`src/sv/bdlp_pkg.sv`:
```
// ----------------------------------------------------------------------------
// bdlp_pkg
// Shared constants and types for the debounced push button with long press.
// ----------------------------------------------------------------------------
`default_nettype none

package bdlp_pkg;

  // Number of raw samples kept in the debounce history.
  localparam int unsigned HistoryBits = 16;
  localparam int unsigned NowW        = 32;
  localparam int unsigned ThreshW     = 15;
  localparam int unsigned CfgIdxW     = 2;
  localparam int unsigned CfgDataW    = 15;

  // Thresholds below this value select press-only mode.
  localparam logic [ThreshW-1:0] LongModeMin = ThreshW'(500);

  // Configuration register indexes.
  localparam logic [CfgIdxW-1:0] RegIdleLevel     = CfgIdxW'(0);
  localparam logic [CfgIdxW-1:0] RegLongThreshold = CfgIdxW'(1);

  typedef logic [HistoryBits-1:0] hist_t;

  typedef struct packed {
    logic               idle_level;
    logic [ThreshW-1:0] long_threshold_ms;
  } cfg_t;

  typedef struct packed {
    logic short_tap;
    logic long_hold;
    logic steady_down;
    logic steady_up;
  } result_t;

endpackage

`default_nettype wire

```
`src/sv/bdlp_if.sv`:
```
// ----------------------------------------------------------------------------
// bdlp_if
// Handshake channels of the push button block: sample input, result output
// and configuration write.
// ----------------------------------------------------------------------------
`default_nettype none

interface bdlp_in_if;
  logic                         valid;
  logic                         ready;
  logic                         sample;
  logic [bdlp_pkg::NowW-1:0]    now_ms;

  modport source (output valid, output sample, output now_ms, input ready);
  modport sink   (input valid, input sample, input now_ms, output ready);
endinterface

interface bdlp_out_if;
  logic valid;
  logic ready;
  logic short_tap;
  logic long_hold;
  logic steady_down;
  logic steady_up;

  modport source (output valid, output short_tap, output long_hold,
                  output steady_down, output steady_up, input ready);
  modport sink   (input valid, input short_tap, input long_hold,
                  input steady_down, input steady_up, output ready);
endinterface

interface bdlp_cfg_if;
  logic                            valid;
  logic                            ready;
  logic [bdlp_pkg::CfgIdxW-1:0]    index;
  logic [bdlp_pkg::CfgDataW-1:0]   wdata;

  modport source (output valid, output index, output wdata, input ready);
  modport sink   (input valid, input index, input wdata, output ready);
endinterface

`default_nettype wire

```
`src/sv/bdlp_cfg.sv`:
```
// ----------------------------------------------------------------------------
// bdlp_cfg
// Configuration registers: idle level and long press threshold.
// ----------------------------------------------------------------------------
`default_nettype none

module bdlp_cfg (
  input  wire logic                            clk_i,
  input  wire logic                            rst_ni,
  input  wire logic                            wr_en_i,
  input  wire logic [bdlp_pkg::CfgIdxW-1:0]    wr_index_i,
  input  wire logic [bdlp_pkg::CfgDataW-1:0]   wr_data_i,
  output bdlp_pkg::cfg_t                       cfg_o
);

  bdlp_pkg::cfg_t cfg_q, cfg_d;

  always_comb begin
    cfg_d = cfg_q;
    if (wr_en_i) begin
      unique case (wr_index_i)
        bdlp_pkg::RegIdleLevel:     cfg_d.idle_level = wr_data_i[0];
        bdlp_pkg::RegLongThreshold: cfg_d.long_threshold_ms =
                                      wr_data_i[bdlp_pkg::ThreshW-1:0];
        default: ;
      endcase
    end
  end

  always_ff @(posedge clk_i or negedge rst_ni) begin
    if (!rst_ni) begin
      cfg_q.idle_level        <= 1'b1;
      cfg_q.long_threshold_ms <= '0;
    end else begin
      cfg_q <= cfg_d;
    end
  end

  assign cfg_o = cfg_q;

endmodule

`default_nettype wire

```
`src/sv/bdlp_core.sv`:
```
// ----------------------------------------------------------------------------
// bdlp_core
// Sample history, edge pattern matching and press timing state.
// ----------------------------------------------------------------------------
`default_nettype none

module bdlp_core (
  input  wire logic                         clk_i,
  input  wire logic                         rst_ni,
  input  wire logic                         accept_i,
  input  wire logic                         sample_i,
  input  wire logic [bdlp_pkg::NowW-1:0]    now_ms_i,
  input  wire bdlp_pkg::cfg_t               cfg_i,
  output bdlp_pkg::result_t                 result_o
);

  localparam int unsigned HB = bdlp_pkg::HistoryBits;

  bdlp_pkg::hist_t              history_q, history_d;
  logic [bdlp_pkg::NowW-1:0]    press_start_q, press_start_d;
  logic                         pushed_q, pushed_d;
  logic                         released_q, released_d;
  logic                         short_q, short_d;
  logic                         long_q, long_d;

  bdlp_pkg::hist_t              all_pressed, all_idle, press_pat, release_pat;
  logic                         steady_dn, steady_u, press_hit, release_hit;
  logic                         hit, long_mode;
  logic [bdlp_pkg::NowW-1:0]    held;
  logic                         below_thr;

  always_comb begin
    all_pressed = cfg_i.idle_level ? '0 : '1;
    all_idle    = ~all_pressed;
    press_pat   = all_pressed ^ {1'b1, {(HB-1){1'b0}}};
    release_pat = all_pressed ^ {{(HB-1){1'b0}}, 1'b1};

    history_d   = {history_q[HB-2:0], sample_i};
    steady_dn   = (history_d == all_pressed);
    steady_u    = (history_d == all_idle);
    press_hit   = (history_d == press_pat);
    release_hit = (history_d == release_pat);
    long_mode   = (cfg_i.long_threshold_ms >= bdlp_pkg::LongModeMin);

    press_start_d = press_start_q;
    pushed_d      = pushed_q;
    released_d    = released_q;
    short_d       = short_q;
    long_d        = long_q;
    hit           = 1'b0;

    if (press_hit) begin
      press_start_d = now_ms_i;
    end

    if (long_mode) begin
      if (press_hit) begin
        pushed_d   = 1'b1;
        released_d = 1'b0;
        hit        = 1'b1;
      end else if (steady_dn) begin
        hit = 1'b1;
      end else if (release_hit) begin
        released_d = 1'b1;
        hit        = 1'b1;
      end
    end

    // Held time uses the start time as updated by this item.
    held      = now_ms_i - press_start_d;
    below_thr = (held < {{(bdlp_pkg::NowW-bdlp_pkg::ThreshW){1'b0}},
                         cfg_i.long_threshold_ms});

    if (long_mode) begin
      if (hit) begin
        if (pushed_d) begin
          if (below_thr && released_d) begin
            short_d    = 1'b1;
            pushed_d   = 1'b0;
            released_d = 1'b0;
          end else if (!below_thr) begin
            long_d     = 1'b1;
            pushed_d   = 1'b0;
            released_d = 1'b0;
          end
        end
      end else begin
        short_d = 1'b0;
        long_d  = 1'b0;
      end
    end else begin
      if (press_hit) begin
        short_d    = 1'b1;
        pushed_d   = 1'b0;
        released_d = 1'b0;
      end else begin
        short_d = 1'b0;
        long_d  = 1'b0;
      end
    end

    result_o.short_tap   = short_d;
    result_o.long_hold   = long_d;
    result_o.steady_down = steady_dn;
    result_o.steady_up   = steady_u;
  end

  always_ff @(posedge clk_i or negedge rst_ni) begin
    if (!rst_ni) begin
      history_q     <= '0;
      press_start_q <= '0;
      pushed_q      <= 1'b0;
      released_q    <= 1'b0;
      short_q       <= 1'b0;
      long_q        <= 1'b0;
    end else if (accept_i) begin
      history_q     <= history_d;
      press_start_q <= press_start_d;
      pushed_q      <= pushed_d;
      released_q    <= released_d;
      short_q       <= short_d;
      long_q        <= long_d;
    end
  end

endmodule

`default_nettype wire

```
`src/sv/button_debounce_long_press.sv`:
```
// ----------------------------------------------------------------------------
// button_debounce_long_press
// Debounced push button with short and long press detection.
// ----------------------------------------------------------------------------
// Channel   Direction  Payload
// in_if     sink       sample, now_ms
// out_if    source     short_tap, long_hold, steady_down, steady_up
// cfg_if    sink       index, wdata (0: idle level, 1: long threshold in ms)
//
// One item per cycle: the history shift, pattern match and held-time compare
// are one combinational pass from the state registers into the result
// register, so each result appears in the cycle after its item is accepted.
// A new item is taken whenever the result register is empty or being read.
// Reset clears the history and press state; idle level resets to 1 and the
// threshold to 0. A stalled output holds its result and blocks the input.
// ----------------------------------------------------------------------------
`default_nettype none

module button_debounce_long_press (
  input  wire logic  clk_i,
  input  wire logic  rst_ni,
  bdlp_in_if.sink    in_if,
  bdlp_out_if.source out_if,
  bdlp_cfg_if.sink   cfg_if
);

  bdlp_pkg::cfg_t    cfg;
  bdlp_pkg::result_t result, result_q;
  logic              out_valid_q, out_valid_d;
  logic              in_fire;

  assign cfg_if.ready = 1'b1;
  assign in_if.ready  = !out_valid_q || out_if.ready;
  assign in_fire      = in_if.valid && in_if.ready;

  bdlp_cfg u_cfg (
    .clk_i      (clk_i),
    .rst_ni     (rst_ni),
    .wr_en_i    (cfg_if.valid),
    .wr_index_i (cfg_if.index),
    .wr_data_i  (cfg_if.wdata),
    .cfg_o      (cfg)
  );

  bdlp_core u_core (
    .clk_i    (clk_i),
    .rst_ni   (rst_ni),
    .accept_i (in_fire),
    .sample_i (in_if.sample),
    .now_ms_i (in_if.now_ms),
    .cfg_i    (cfg),
    .result_o (result)
  );

  always_comb begin
    out_valid_d = out_valid_q;
    if (in_fire) begin
      out_valid_d = 1'b1;
    end else if (out_if.ready) begin
      out_valid_d = 1'b0;
    end
  end

  always_ff @(posedge clk_i or negedge rst_ni) begin
    if (!rst_ni) begin
      out_valid_q <= 1'b0;
    end else begin
      out_valid_q <= out_valid_d;
    end
  end

  always_ff @(posedge clk_i) begin
    if (in_fire) begin
      result_q <= result;
    end
  end

  assign out_if.valid       = out_valid_q;
  assign out_if.short_tap   = result_q.short_tap;
  assign out_if.long_hold   = result_q.long_hold;
  assign out_if.steady_down = result_q.steady_down;
  assign out_if.steady_up   = result_q.steady_up;

`ifndef SYNTHESIS
  // An empty result register must never hold the input back.
  a_ready_when_empty: assert property (@(posedge clk_i) disable iff (!rst_ni)
    !out_valid_q |-> in_if.ready)
    else $error("input stalled with an empty result register");

  // Every accepted item produces a result in the following cycle.
  a_result_follows: assert property (@(posedge clk_i) disable iff (!rst_ni)
    in_fire |=> out_if.valid)
    else $error("accepted item produced no result");

  // The steady patterns are complements, so they cannot match together.
  a_steady_exclusive: assert property (@(posedge clk_i) disable iff (!rst_ni)
    out_if.valid |-> !(out_if.steady_down && out_if.steady_up))
    else $error("steady up and steady down reported together");

  // A result that has not been taken stays in place.
  a_result_held: assert property (@(posedge clk_i) disable iff (!rst_ni)
    (out_valid_q && !out_if.ready) |=> (out_valid_q && $stable(result_q)))
    else $error("pending result changed before it was taken");
`endif

endmodule

`default_nettype wire
```
`src/flat_wrapper.sv`:
```
// flat-port wrapper written by rule: the top's interface ports become plain ports
module button_debounce_long_press_flat 
  (clk_i, rst_ni, in_if_valid, in_if_sample, in_if_now_ms, in_if_ready, out_if_valid, out_if_short_tap, out_if_long_hold, out_if_steady_down, out_if_steady_up, out_if_ready, cfg_if_valid, cfg_if_index, cfg_if_wdata, cfg_if_ready);
  bdlp_in_if in_if_i ();
  bdlp_out_if out_if_i ();
  bdlp_cfg_if cfg_if_i ();
  input  wire logic clk_i;
  input  wire logic rst_ni;
  input wire logic [$bits(in_if_i.valid)-1:0] in_if_valid;
  input wire logic [$bits(in_if_i.sample)-1:0] in_if_sample;
  input wire logic [$bits(in_if_i.now_ms)-1:0] in_if_now_ms;
  output wire logic [$bits(in_if_i.ready)-1:0] in_if_ready;
  output wire logic [$bits(out_if_i.valid)-1:0] out_if_valid;
  output wire logic [$bits(out_if_i.short_tap)-1:0] out_if_short_tap;
  output wire logic [$bits(out_if_i.long_hold)-1:0] out_if_long_hold;
  output wire logic [$bits(out_if_i.steady_down)-1:0] out_if_steady_down;
  output wire logic [$bits(out_if_i.steady_up)-1:0] out_if_steady_up;
  input wire logic [$bits(out_if_i.ready)-1:0] out_if_ready;
  input wire logic [$bits(cfg_if_i.valid)-1:0] cfg_if_valid;
  input wire logic [$bits(cfg_if_i.index)-1:0] cfg_if_index;
  input wire logic [$bits(cfg_if_i.wdata)-1:0] cfg_if_wdata;
  output wire logic [$bits(cfg_if_i.ready)-1:0] cfg_if_ready;
  assign in_if_i.valid = in_if_valid;
  assign in_if_i.sample = in_if_sample;
  assign in_if_i.now_ms = in_if_now_ms;
  assign in_if_ready = in_if_i.ready;
  assign out_if_valid = out_if_i.valid;
  assign out_if_short_tap = out_if_i.short_tap;
  assign out_if_long_hold = out_if_i.long_hold;
  assign out_if_steady_down = out_if_i.steady_down;
  assign out_if_steady_up = out_if_i.steady_up;
  assign out_if_i.ready = out_if_ready;
  assign cfg_if_i.valid = cfg_if_valid;
  assign cfg_if_i.index = cfg_if_index;
  assign cfg_if_i.wdata = cfg_if_wdata;
  assign cfg_if_ready = cfg_if_i.ready;
  button_debounce_long_press u_core (.clk_i(clk_i), .rst_ni(rst_ni), .in_if(in_if_i), .out_if(out_if_i), .cfg_if(cfg_if_i));
endmodule
```
`config.mk`:
```
export PLATFORM = sky130hd
export DESIGN_NAME = button_debounce_long_press_flat
export DESIGN_NICKNAME = d
export VERILOG_FILES = /design/src/sv/bdlp_pkg.sv /design/src/sv/bdlp_if.sv /design/src/sv/bdlp_cfg.sv /design/src/sv/bdlp_core.sv /design/src/sv/button_debounce_long_press.sv /design/src/flat_wrapper.sv
export SDC_FILE = /design/constraint.sdc
export NUM_CORES = 1
export LEC_CHECK = 0
export ABC_AREA = 1
export BUFFER_PORTS_ARGS = -buffer_cell sky130_fd_sc_hd__buf_4
export CAP_MARGIN = 20
export CORE_ASPECT_RATIO = 0.8
export CORE_MARGIN = 1.5
export CORE_UTILIZATION = 56
export CTS_BUF_LIST = sky130_fd_sc_hd__clkbuf_8
export CTS_CLUSTER_SIZE = 40
export DETAILED_ROUTE_END_ITERATION = 7
export PLACE_DENSITY = 0.79
export SETUP_SLACK_MARGIN = 0.4
export SKIP_LAST_GASP = 1
export SYNTH_ARGS = -nofsm -noshare
export SYNTH_HDL_FRONTEND = slang
export SYNTH_SLANG_ARGS = --single-unit
```
`constraint.sdc`:
```
create_clock -name clk_i -period 5.6 [get_ports clk_i]
set_clock_uncertainty 0.1 [all_clocks]
set_input_delay 0.28 -clock clk_i [delete_from_list [all_inputs] [get_ports clk_i]]
set_output_delay 0.28 -clock clk_i [all_outputs]
set_load 0.01 [all_outputs]
```
==> results.json, run 1 <==
{
  "peakVddDrop_mv": 0.166,
  "place_area_sq_um": 6560,
  "path_clk_slew_ps": 80,
  "grt_pass1_wl_mm": 25.3,
  "period_minus_slack_ps": 5000,
  "fin_crit_sh": 0.893,
  "reg2reg_depth": 36,
  "multi_input_area_sq_um": 3710,
  "grt_use_total": 0.281,
  "leakage_nw": 3.60,
  "crit_type": "reg -> reg",
  "rr_startpoint": "u_core.u_cfg.cfg_o[15]",
  "io_buffers": 60,
  "tightest_slew_ps": 1030,
  "core_sq_um": 10400,
  "r2r-end": "u_core.out_if.long_hold",
  "place_congestion": 0.994,
  "antenna_found_initial": 0,
  "wl_per_cell_microns": 14.1,
  "ant_nets": 0,
  "num_vias": 6142,
  "antenna_cells": 0,
  "clk_latency_ps": 380,
  "grt_max_degree": 69,
  "critical_path_required_ps": 5610,
  "vias_per_cell": 5.41,
  "place_inst": 1094,
  "ys_ff_latch": 72,
  "hold_path.class": "in -> reg",
  "ctsHtreeMaxLevel": 3,
  "dieArea_sq_um": 11400,
  "dr.pass1.iters": 5,
  "grt_overflow": 0,
  "start_util": 0.581,
  "ys_async_sr_fraction": 0.944,
  "drtIter0Drc": 587,
  "yosysSeqAreaShare": 0.303,
  "cp.arrival_ps": 5020,
  "grt_pass1_vias": 5287,
  "cts_made_buffers": 9,
  "rsz0062_at_grt": "no",
  "die_x_microns": 119,
  "internal_power_w": 0.000969,
  "crit_path_start_kind": "register",
  "synth-edff-count": 4,
  "status": "complete, no violations",
  "sw_frac_of_total": 0.371,
  "power_frac_comb": 0.327,
  "p_sw_w": 0.000571,
  "drt_wl_total_mm": 16.0,
  "tns_ps": 0,
  "mappedNetlistArea_sq_um": 6020,
  "io_pins": 62,
  "crit_top_cell": "nand2_1",
  "row_count": 33,
  "synth_cells": 914,
  "syn_nets": 1012,
  "whs_ps": 56.3,
  "layout-drive-gt1-share": 0.164,
  "relSlewSlack": 0.312,
  "synthTopCellsByCount": "nand2_1 (253), inv_1 (129), o21ai_0 (96), nor2_1 (76), dfrtp_1 (67)",
  "synthDistinctLibCells": 49,
  "synth_top_area_share": 0.278,
  "setup_viol": 0,
  "cts_root_buf": "clkbuf_8",
  "finish.utilization": 0.687,
  "cpMaxStageDelayCell": "dfstp_2",
  "die_h_microns": 95.8,
  "finalNetCount": 1088,
  "yosysTopAreaCell": "dfrtp_1",
  "hold_viol": 0,
  "stdcell_count": 1135,
  "cts.path.max_buffers": 2,
  "crit_fanout": 7,
  "slew_violations": 0,
  "end_kind": "register",
  "area_growth_pct": 18.3,
  "drc": 0,
  "fmax_ghz": 0.200,
  "synth_most_common_cell": "nand2_1",
  "p_seq_frac": 0.406,
  "hpwl_mm": 11.6,
  "holdCritStartpoint": "cfg_if_wdata[11]",
  "fillers": 886,
  "p_clk_frac": 0.268,
  "synth_warnings": 0,
  "synth-main-ff-cell": "dfrtp_1",
  "slowest_delay_ps": 610,
  "power.density_nw_per_um2": 216,
  "startpoint": "u_core.u_cfg.cfg_o[15]",
  "netlist_top_cells_area": "dfrtp_1 (28%), nand2_1 (16%), ha_1 (8.7%)",
  "crit_end": "u_core.out_if.long_hold",
  "seqCellArea_sq_um": 1820,
  "maxCapViolations": 0,
  "design_area_sq_um": 7120,
  "numClockSinks": 72,
  "rrSetupSlack_ps": 600,
  "cts_tree": "built",
  "syn_area_per_cell_sq_um": 6.59
}
## layout make-up
| class | instances | share of cell area |
|---|---|---|
| clock inverters | 4 | 0.00386 |
| clock buffers | 12 | 0.0232 |
| repair buffers | 87 | 0.100 |
| flip-flops and latches | 72 | 0.256 |
| well taps | 140 | 0.0246 |
| inverters | 134 | 0.0713 |
| multi-input cells | 686 | 0.521 |
## sequential cells by signal (all words and copies together), names as in the netlist
signal	cells
u_core.u_core.press_start_q	32
u_core.u_cfg.cfg_o	16
u_core.u_core.long_q	1
u_core.u_core.short_q	1
u_core.u_core.pushed_q	1
u_core.out_if.valid	1
u_core.out_if.steady_up	1
u_core.out_if.long_hold	1
u_core.u_core.released_q	1
u_core.out_if.short_tap	1
u_core.u_core.history_q	15
u_core.out_if.steady_down	1
## worst max-delay path: cells and delay by family, from the launching register on
| kind | cells | cell delay [ps] |
|---|---|---|
| simple gates | 24 | 2040 |
| compound gates | 4 | 580 |
| flops | 1 | 610 |
| fa+ha+maj | 2 | 600 |
| buf+inv | 5 | 650 |
| xor+xnor | 1 | 150 |
## worst min-delay path by stage
stage                                            to  slack [ps]  cells after the start
global route        u_core.u_core.press_start_q[31]          60                      2
floorplan                       u_core.out_if.valid        -120                      0
global placement         u_core.u_core.history_q[8]         350                      1
finish                       u_core.u_cfg.cfg_o[11]          60                      3
detailed placement       u_core.u_core.history_q[8]         360                      1
CTS                          u_core.u_cfg.cfg_o[11]          50                      3
## power groups by stage
stage / logic (W) / clock network (W) / registers (W)
floorplan: 0.000325 / 0 / 0.000623
detailed placement: 0.000445 / 0 / 0.000636
CTS: 0.000461 / 0.000420 / 0.000622
global placement: 0.000442 / 0 / 0.000637
finish: 0.000503 / 0.000412 / 0.000625
global route: 0.000566 / 0.000439 / 0.000634
## metrics by stage
stage | setup slack [ps] | power (W)
after global placement | 365 | 0.00108
after floorplan | 419 | 0.000948
final | 597 | 0.00154
after global routing | 288 | 0.00164
after detailed placement | 236 | 0.00108
after CTS | 511 | 0.00150
## routing by layer
metal,vias up,track usage,share of wire
met5,-,0,0
met4,0,0.0873,0.015
met3,19,0.0515,0.084
met2,245,0.409,0.41
met1,2747,0.424,0.49
li1,3131,-,-
## layout by cell type (no fill, tap or decap), types with 3 or more instances in the layout
| master | count |
|---|---|
| a21oi_1 | 53 |
| a21oi_2 | 6 |
| buf_4 | 78 |
| buf_6 | 4 |
| clkbuf_8 | 12 |
| clkinv_1 | 3 |
| clkinvlp_4 | 3 |
| dfrtp_1 | 67 |
| edfxtp_1 | 4 |
| ha_1 | 42 |
| inv_1 | 129 |
| nand2_1 | 239 |
| nand2_2 | 23 |
| nand3_1 | 54 |
| nand3_2 | 7 |
| nand3b_1 | 5 |
| nand4_1 | 15 |
| nor2_1 | 75 |
| nor2_2 | 3 |
| nor2_4 | 3 |
| nor3_1 | 15 |
| o21ai_0 | 91 |
| o21ai_1 | 5 |
| o21ai_2 | 5 |
| o221a_2 | 3 |
| xnor2_1 | 3 |
| xor2_1 | 11 |
## kinds of logic after synthesis
group                      share of synthesized area
AOI/OAI and AO/OA                              0.164
buffers and inverters                          0.103
and+or+nand+nor                                0.316
xor gates and xnor gates                      0.0204
muxes                                        0.00187
adders and majority gates                     0.0905
other                                       0.000622
DFF                                            0.303
## timing repair
item                                    in CTS  in global routing
gates cloned                                 0                  2
pin swaps                                    0                 36
endpoints found under the setup margin       5                  5
hold buffers                                 2                  0
buffers inserted                             3                 18
hold endpoints to repair                    68                  0
gates resized for setup                      2                 44
Note: power is estimated with default switching activity, not from simulation.
==> run 2: changes to the inputs <==
SYNTH_HIERARCHICAL = 1   (was default)
==> results.json, run 2 <==
{
  "cts.path.max_buffers": 2,
  "synth-main-ff-cell": "dfrtp_1",
  "row_count": 33,
  "grt_max_degree": 69,
  "io_pins": 62,
  "rrSetupSlack_ps": 670,
  "hpwl_mm": 11.6,
  "holdCritStartpoint": "in_if_valid",
  "cts_made_buffers": 9,
  "end_kind": "register",
  "grt_pass1_vias": 5143,
  "critical_path_required_ps": 5620,
  "cts_tree": "built",
  "finalWorstSetupSlack_ps": 667,
  "wl_per_cell_microns": 14.2,
  "power.density_nw_per_um2": 211,
  "synth_most_common_cell": "nand2_1",
  "antenna_found_initial": 0,
  "drtIter0Drc": 420,
  "vias_per_cell": 5.42,
  "tightest_slew_ps": 986,
  "finalNetCount": 1052,
  "dr.pass1.iters": 6,
  "crit_path_start_kind": "register",
  "syn_area_per_cell_sq_um": 6.77,
  "yosysTopAreaCell": "dfrtp_1",
  "area_growth_pct": 16.4,
  "synth_top_area_share": 0.278,
  "maxCapViolations": 0,
  "dieArea_sq_um": 11400,
  "die_h_microns": 95.8,
  "holdPathEnd": "u_core/out_if.valid",
  "yosysSeqAreaShare": 0.302,
  "leakage_nw": 3.47,
  "synth_cells": 891,
  "ctsHtreeMaxLevel": 3,
  "drt_wl_total_mm": 15.6,
  "syn_nets": 989,
  "ys_async_sr_fraction": 0.944,
  "crit_type": "reg -> reg",
  "peakVddDrop_mv": 0.165,
  "clk_latency_ps": 370,
  "largest_reg_flops": 32,
  "crit_fanout": 13,
  "path_clk_slew_ps": 90,
  "netlist_top_cells_area": "dfrtp_1 (28%), nand2_1 (16%), ha_1 (8.7%)",
  "fin_crit_sh": 0.881,
  "ys_ff_latch": 72,
  "io_buffers": 60,
  "slew_violations": 0,
  "place_congestion": 0.987,
  "rr_startpoint": "u_core/u_cfg/cfg_o[15]",
  "synth-edff-count": 4,
  "cp.arrival_ps": 4960,
  "status": "complete, no violations",
  "die_x_microns": 119,
  "hold_viol": 0,
  "setup_viol": 0,
  "fmax_ghz": 0.203,
  "numClockSinks": 72,
  "crit_top_cell": "nand2_1",
  "cpMaxStageDelayCell": "dfstp_2",
  "antenna_cells": 0,
  "fillers": 945,
  "cts_root_buf": "clkbuf_8",
  "layout-drive-gt1-share": 0.173,
  "reg2reg_depth": 37,
  "final_common_cell": "nand2_1",
  "largest-register": "u_core/u_core/press_start_q",
  "holdPathStages": 3,
  "synth_warnings": 6,
  "relSlewSlack": 0.340,
  "start_util": 0.582,
  "hold_path.class": "in -> reg",
  "tns_ps": 0,
  "rsz0062_at_grt": "yes",
  "grt_use_total": 0.272,
  "period_minus_slack_ps": 4930,
  "final_cell_mix": "nand2_1 (248), inv_1 (125), o21ai_0 (89)",
  "drc": 0,
  "grt_overflow": 0,
  "core_sq_um": 10400,
  "r2r-end": "u_core/out_if.long_hold",
  "synthDistinctLibCells": 48,
  "mappedNetlistArea_sq_um": 6030,
  "num_vias": 5962,
  "grt_pass1_wl_mm": 24.7,
  "slowest_delay_ps": 610,
  "ant_nets": 0,
  "post-place-ws_ps": 239,
  "synthTopCellsByCount": "nand2_1 (257), inv_1 (128), o21ai_0 (94), dfrtp_1 (67), nor2_1 (46)"
}
run 2: worst max-delay path by stage:
stage	startpoint	endpoint	slack [ps]
floorplan	u_core/u_cfg/cfg_o[15]	u_core/out_if.long_hold	460
global placement	u_core/u_cfg/cfg_o[15]	u_core/u_core/long_q	400
detailed placement	u_core/u_cfg/cfg_o[15]	u_core/out_if.long_hold	240
CTS	u_core/u_cfg/cfg_o[15]	u_core/out_if.long_hold	430
global route	u_core/u_cfg/cfg_o[15]	u_core/u_core/long_q	310
finish	u_core/u_cfg/cfg_o[15]	u_core/out_if.long_hold	670
run 2: kinds of logic after synthesis:
| kind of cell | after synthesis | synth area share |
|---|---|---|
| buffers and inverters | 162 | 0.113 |
| other | 1 | 0.000622 |
| and+or+nand+nor | 437 | 0.329 |
| DFF | 72 | 0.302 |
| adders and majority gates | 43 | 0.0904 |
| AOI/OAI and AO/OA | 163 | 0.146 |
| xor gates and xnor gates | 13 | 0.0189 |
run 2: power breakdown:
part | internal (W) | leakage (nW) | switching [W]
combinational | 0.000182 | 2.43 | 0.000276
clock | 0.000188 | 0.0967 | 0.000220
sequential | 0.000573 | 0.941 | 0.0000433
total | 0.000943 | 3.47 | 0.000539
run 2: per-stage QoR:
step | hold slack, ps | utilization | std cells | cell area, sq um | power [W]
2_1_floorplan | -116 | - | 891 | 6030 | 0.000901
3_3_place_gp | 347 | 0.628 | 1066 | 6510 | 0.00101
3_5_place_dp | 351 | 0.628 | 1066 | 6510 | 0.00102
4_1_cts | 4.45 | 0.648 | 1083 | 6720 | 0.00143
5_1_grt | 24.2 | 0.678 | 1099 | 7020 | 0.00157
6_report | 18.4 | 0.678 | 1099 | 7020 | 0.00148
run 2: timing repair:
item | in CTS | in global routing
gates cloned | 0 | 1
endpoints found under the setup margin | 5 | 5
hold buffers | 1 | 0
gates resized for setup | 2 | 52
endpoints found under the hold margin | 67 | 0
pin swaps | 0 | 35
buffers inserted | 0 | 15
run 2: layer usage:
layer / vias to the layer above / wire length, microns / track usage
li1: 3038 / - / -
met1: 2715 / 7770 / 0.411
met2: 195 / 6480 / 0.390
met3: 14 / 1220 / 0.0687
met4: 0 / 169 / 0.0532
met5: - / 0 / 0
run 2: final cells by class:
type	instances	area (sq um)	share of cell area
multi-input cells	657	3670	0.523
flip-flops and latches	72	1820	0.260
repair buffers	81	651	0.0926
well taps	140	175	0.0249
clock inverters	5	36.3	0.00517
clock buffers	11	151	0.0216
inverters	133	517	0.0736
run 2: worst max-delay path, delay by kind of cell (launching register included):
family	cells	cell delay, ps
simple gates	24	1910
compound gates	5	860
fa+ha+maj	2	640
flops	1	610
buf+inv	5	410
xor+xnor	1	160
